File: src/design/tournament_branch_predictor_assert.svh
// Assertion macros shared by the tournament branch predictor RTL.
`ifndef TOURNAMENT_BRANCH_PREDICTOR_ASSERT_SVH
`define TOURNAMENT_BRANCH_PREDICTOR_ASSERT_SVH

// Same-cycle implication, checked on every clock edge outside reset.
`define TBP_ASSERT_SAME(label, ante, cons, msg) \
   label: assert property (@(posedge clock) disable iff (reset) (ante) |-> (cons)) \
      else $error(msg);

// Next-cycle implication, checked on every clock edge outside reset.
`define TBP_ASSERT_NEXT(label, ante, cons, msg) \
   label: assert property (@(posedge clock) disable iff (reset) (ante) |=> (cons)) \
      else $error(msg);

`endif

File: src/design/tbp_pkg.sv
// Shared types, codes and constants of the tournament branch predictor.
package tbp_pkg;

   localparam int TABLE_ENTRIES_DEF = 2048;
   localparam int HISTORY_MAX_DEF   = 11;
   localparam int ADDRESS_WIDTH_DEF = 32;

   localparam int COUNT_W     = 32;
   localparam int RSP_DATA_W  = 72;
   localparam int CSR_INDEX_W = 2;
   localparam int CSR_DATA_W  = 4;

   typedef enum logic [CSR_INDEX_W-1:0] {
      CSR_KIND         = 2'd0,
      CSR_TABLE_BITS   = 2'd1,
      CSR_HISTORY_BITS = 2'd2
   } csr_index_type;

   typedef enum logic [2:0] {
      KIND_ALWAYS     = 3'd0,
      KIND_NEVER      = 3'd1,
      KIND_ONE_BIT    = 3'd2,
      KIND_BIMODAL    = 3'd3,
      KIND_GSHARE     = 3'd4,
      KIND_TOURNAMENT = 3'd5
   } kind_type;

   typedef struct packed {
      logic       one_bit;
      logic [1:0] bimodal;
      logic [1:0] chooser;
   } bim_entry_type;

   typedef struct packed {
      logic          predicted;
      logic          bim_we;
      bim_entry_type bim_wdata;
      logic          gsh_we;
      logic [1:0]    gsh_wdata;
   } train_result_type;

   localparam bim_entry_type BIM_ENTRY_RESET = '{one_bit: 1'b1, bimodal: 2'd3, chooser: 2'd3};
   localparam logic [1:0]    GSH_RESET       = 2'd3;

   localparam logic [2:0] KIND_RESET         = 3'd5;
   localparam logic [3:0] TABLE_BITS_RESET   = 4'd11;
   localparam logic [3:0] HISTORY_BITS_RESET = 4'd11;

endpackage

File: src/design/tbp_train.sv
// Prediction and table training logic for one branch.
module tbp_train
   import tbp_pkg::*;
(
   input  kind_type         kind,
   input  logic             taken,
   input  bim_entry_type    bim_entry,
   input  logic [1:0]       gsh_counter,
   output train_result_type result
);

   function automatic logic [1:0] counter_train(input logic [1:0] c, input logic up);
      logic [1:0] n;
      if (up) begin
         n = (c == 2'd3) ? c : c + 2'd1;
      end else begin
         n = (c == 2'd0) ? c : c - 2'd1;
      end
      return n;
   endfunction

   logic bim_pred;
   logic gsh_pred;

   assign bim_pred = bim_entry.bimodal[1];
   assign gsh_pred = gsh_counter[1];

   always_comb begin
      result           = '0;
      result.bim_wdata = bim_entry;
      result.gsh_wdata = gsh_counter;
      case (kind)
         KIND_NEVER: begin
            result.predicted = 1'b0;
         end
         KIND_ONE_BIT: begin
            result.predicted         = bim_entry.one_bit;
            result.bim_wdata.one_bit = taken;
            result.bim_we            = 1'b1;
         end
         KIND_BIMODAL: begin
            result.predicted         = bim_pred;
            result.bim_wdata.bimodal = counter_train(bim_entry.bimodal, taken);
            result.bim_we            = 1'b1;
         end
         KIND_GSHARE: begin
            result.predicted = gsh_pred;
            result.gsh_wdata = counter_train(gsh_counter, taken);
            result.gsh_we    = 1'b1;
         end
         KIND_TOURNAMENT: begin
            result.predicted = bim_entry.chooser[1] ? gsh_pred : bim_pred;
            if (bim_pred != gsh_pred) begin
               result.bim_wdata.chooser = counter_train(bim_entry.chooser, gsh_pred == taken);
            end
            result.bim_wdata.bimodal = counter_train(bim_entry.bimodal, taken);
            result.gsh_wdata         = counter_train(gsh_counter, taken);
            result.bim_we            = 1'b1;
            result.gsh_we            = 1'b1;
         end
         default: begin
            result.predicted = 1'b1;
         end
      endcase
   end

endmodule

File: config.mk
export PLATFORM = sky130hd
export DESIGN_NAME = tbp_train
export DESIGN_NICKNAME = d
export VERILOG_FILES = /design/src/design/tournament_branch_predictor_assert.svh /design/src/design/tbp_pkg.sv /design/src/design/tbp_train.sv
export SDC_FILE = /design/constraint.sdc
export NUM_CORES = 1
export LEC_CHECK = 0
export BUFFER_PORTS_ARGS = -buffer_cell sky130_fd_sc_hd__buf_2
export CAP_MARGIN = 25
export CORE_AREA = 2 2 39 41
export DETAILED_ROUTE_END_ITERATION = 10
export DIE_AREA = 0 0 41 43
export GPL_TIMING_DRIVEN = 0
export PLACE_DENSITY = 0.59
export SKIP_LAST_GASP = 1
export SLEW_MARGIN = 20
export SYNTH_ARGS = -nofsm -noshare
export SYNTH_HDL_FRONTEND = slang
export SYNTH_SLANG_ARGS = --single-unit
File: constraint.sdc
create_clock -name vclk -period 1.3
set_clock_uncertainty 0.05 [all_clocks]
set_input_delay 0.26 -clock vclk [all_inputs]
set_output_delay 0.26 -clock vclk [all_outputs]
set_load 0.005 [all_outputs]
**Word level (Yosys, flattened, before mapping)**

Cells that the tools add are included.

- Register bits after elaboration: 0
- Output and inout port bits: 10

- Add/subtract/negate cells: 6
- Equal/unequal tests: 10
- Muxes and demuxes: 17
- Reduce and logical (&&, ||, !) cells: 6

Operators by type and width:

| cell | count |
|---|---|
| two-way mux 2 bit | 12 |
| adder 2 x 1 -> 2 bit, second input constant | 3 |
| equality test 2 bit, second input constant | 3 |
| equality test 3 x 2 -> 1 bit, second input constant | 2 |
| equality test 3 bit, second input constant | 2 |
| zero test 2 bit | 3 |
| subtractor 2 x 1 -> 2 bit, second input constant | 3 |
| case mux 1 bit (5 select lines) | 1 |
| OR reduction 2 bit | 2 |
| equality test 3 x 1 -> 1 bit, second input constant | 1 |
| two-way mux 1 bit | 3 |
| two-way mux 3 bit | 1 |
| OR reduction 3 bit | 1 |
| equality test 1 bit | 1 |
| inequality test 1 bit | 1 |

**Logic depth before layout (Yosys ltp)**

- Depth in word-level cells: 5
- Gate-level depth with buffers: 5
- Mapped depth without buffers: 4

**Worst setup path before layout**

Ideal clock, no wire load.

- Path type: in2out
- Start point: input port kind[0]
- End point: output port result[3] (netlist bit)
- Data arrival time: 1.115 ns
- Path slack: -0.125 ns
- Stages: 5
- Path through: clkbuf_4 -> and4bb_4 -> a21boi_1 -> o2111a_1 -> a31oi_1

RTL lines:

| what | line | source |
|---|---|---|
| from (decl) | tbp_train.sv:5 | `input kind_type kind,` |
| to (decl) | tbp_train.sv:9 | `output train_result_type result` |

==> summary.md <==
| Metric | Value |
|---|---|
| Post-synthesis mux area share | `6.54%` |
| Final setup fails | `8` |
| Setup_tns | `-0.853 ns` |
| Vias | `471` |
| Worst EP required | `0.99 ns` |
| Post-synth top area share | `8.08%` |
| Synthesized area | `325 um2` |
| Gr usage total | `11.1%` |
| Simple-Gate Fraction of Synth Area | `27.7%` |
| Share of layout cells above drive strength 1 | `54.7%` |
| Hold depth | `4` |
| Arr. time, crit path | `1.24 ns` |
| Drt total wl | `1060 um` |
| # hold bufs at CTS | `0` |
| RSZ-0062 raised after global routing | `true` |
| Hold Path End | `result[7]` |
| Final core occ | `42.9%` |
| Port bufs | `19` |
| GR Overflow Total | `0` |
| Synthesized instance count | `52` |
| Hold Startpoint | `bim_entry[4]` |
| Tot Pwr | `202 uW` |
| Num sequential | `0` |
| P per Cell Area | `340 nW/um2` |
| Routed vias/inst | `5.18` |
| Placed Instance Area | `483 um2` |
| Routed len/inst | `11.7 um` |
| DIE AREA | `1760 um2` |
| Top post-synthesis cells by area | `nand2_1 (8.1%), a21oi_1 (6.2%), a31oi_1 (5.8%)` |
| Compound-Gate Fraction of Synth Area | `50.8%` |
| Max-cap violations | `0` |
| Area grow syn2layout | `82.3%` |
| Row count | `14` |
| Post-route cell area | `593 um2` |
| Pin count of the biggest net entering global routing | `11` |
| Worst vdd ir | `0.119 mV` |
| CP Launch Type | `input pin` |
| I/O Pins | `21` |
| Vias in the first global route | `354` |
| First-pass GRT wire length | `1480 um` |
| Fmax | `0.645 GHz` |
| Endpoints failing hold | `0` |
| Synth cell count leaders | `nand2_1 (7), a21oi_1 (4), inv_1 (4)` |
| Worst setup EP type | `primary output` |
| Die extent in x | `41 um` |
| Distinct cells, synth | `31` |
| Max FO, Critical Path | `5` |
| Post-synthesis sequential area ratio | `0%` |
| Cell accounting for the most synthesized area | `nand2_1` |
| Mean Syn Cell Area | `6.26 um2` |
| Core box area | `1380 um2` |
| Worst-Margin Slew | `0.202 ns` |
| Sequential Area | `0 um2` |
| Adder-cell share of the synthesized area | `3.08%` |
| Most common cell in the netlist | `nand2_1` |
| Outcome | `finished with violations` |
| Detailed Place HPWL | `733 um` |
| Post-route setup slack | `-0.251 ns` |
| Initial DRC Count | `9` |
| Main combinational cell family by area after synthesis | `compound AO/OA/AOI/OAI gates` |
| Drt pass-1 iters | `4` |
| Max_slew headroom | `86.4%` |
| Static Leak | `0.000274 uW` |
| Final slew viol count | `0` |
| Min Tclk post-route | `1.55 ns` |
| Mapped Nets | `63` |
| Crit Path Category | `input pin to primary output` |
| # clk buffers | `0` |
| Routability-driven placement congestion ratio | `0.778` |
| Nets | `88` |
| Failing checks | `negative setup slack` |
| Tcrit/Tclk final | `119%` |
| Post-Synth XOR/XNOR Area | `2.69%` |
| Diodes inserted | `0` |
| YS warnings | `0` |
| Initial Utilization | `23.5%` |
| Initial antenna violation count | `0` |
| DRC | `0` |
| Hold Path Class | `input pin to primary output` |
| Detail Route Antenna Nets | `0` |
| Chip height | `43 um` |
cell families after synthesis:
kind of cell,after synthesis
XOR/XNOR,1
adder cells (fa/ha/maj),1
buffers and inverters,7
multiplexers,2
AO/OA/AOI/OAI,25
AND/OR/NAND/NOR,16
worst max-delay path, stage by stage:
cell	delay [ns]
buf_8	0.09
and4bb_4	0.36
a21boi_2	0.06
o2111a_1	0.22
a31oi_1	0.12
buf_2	0.13
metal layers:
layer	global-route usage, %	part of all wire, %	wire length [um]	vias up
met4	0	0	0	0
met5	0	0	0	-
met1	16.1	48	514	206
met2	18.8	46	484	16
met3	0	6.0	64	0
li1	-	-	-	249
through the flow:
step                hold slack (ns)  setup slack, ns  instances
detailed placement            0.783           -0.318         87
CTS                           0.777           -0.282         89
global placement              0.780           -0.314         87
floorplan                     0.583          -0.0699         52
finish                        0.765           -0.251         91
global route                  0.794           -0.304         91
cell usage in the layout (no fill, tap or decap), types with 2 or more instances in the layout:
master    Yosys  layout
inv_1         4       3
a31oi_1       3       3
buf_2         0      14
nand2_1       7       4
buf_6         0       3
buf_4         0       4
nand2_2       0       3
a21oi_1       4       4
o22ai_1       2       2
o21ai_1       3       6
a211oi_2      0       2
nand2b_4      0       2
buf_8         0       2
power by group:
| group | switching (uW) | internal (uW) | leakage (uW) |
|---|---|---|---|
| sequential | 0 | 0 | 0 |
| combinational | 92.8 | 109 | 0.000274 |
| clock | 0 | 0 | 0 |
worst max-delay path by stage:
stage                             from         to  slack, ns  cells after the start
after floorplan                kind[0]  result[3]      -0.07                      5
after global placement    bim_entry[0]  result[3]      -0.31                      6
after detailed placement  bim_entry[0]  result[3]      -0.32                      6
after CTS                      kind[1]  result[3]      -0.28                      6
after global routing      bim_entry[0]  result[3]      -0.30                      6
final                     bim_entry[0]  result[3]      -0.25                      6
area by class of cell:
type	instances	area [um2]
timing repair buffer	23	164
tap	16	20.0
inverter	5	21.3
multi-input combinational	45	349
buffer	2	38.8
fill	139	791
repair_timing:
action	CTS	global route
endpoints found under the hold margin	0	0
buffers inserted	2	2
pin swaps	6	8
setup endpoints to repair	7	9
gates resized for setup	9	14
(Power assumes the default switching activity.)
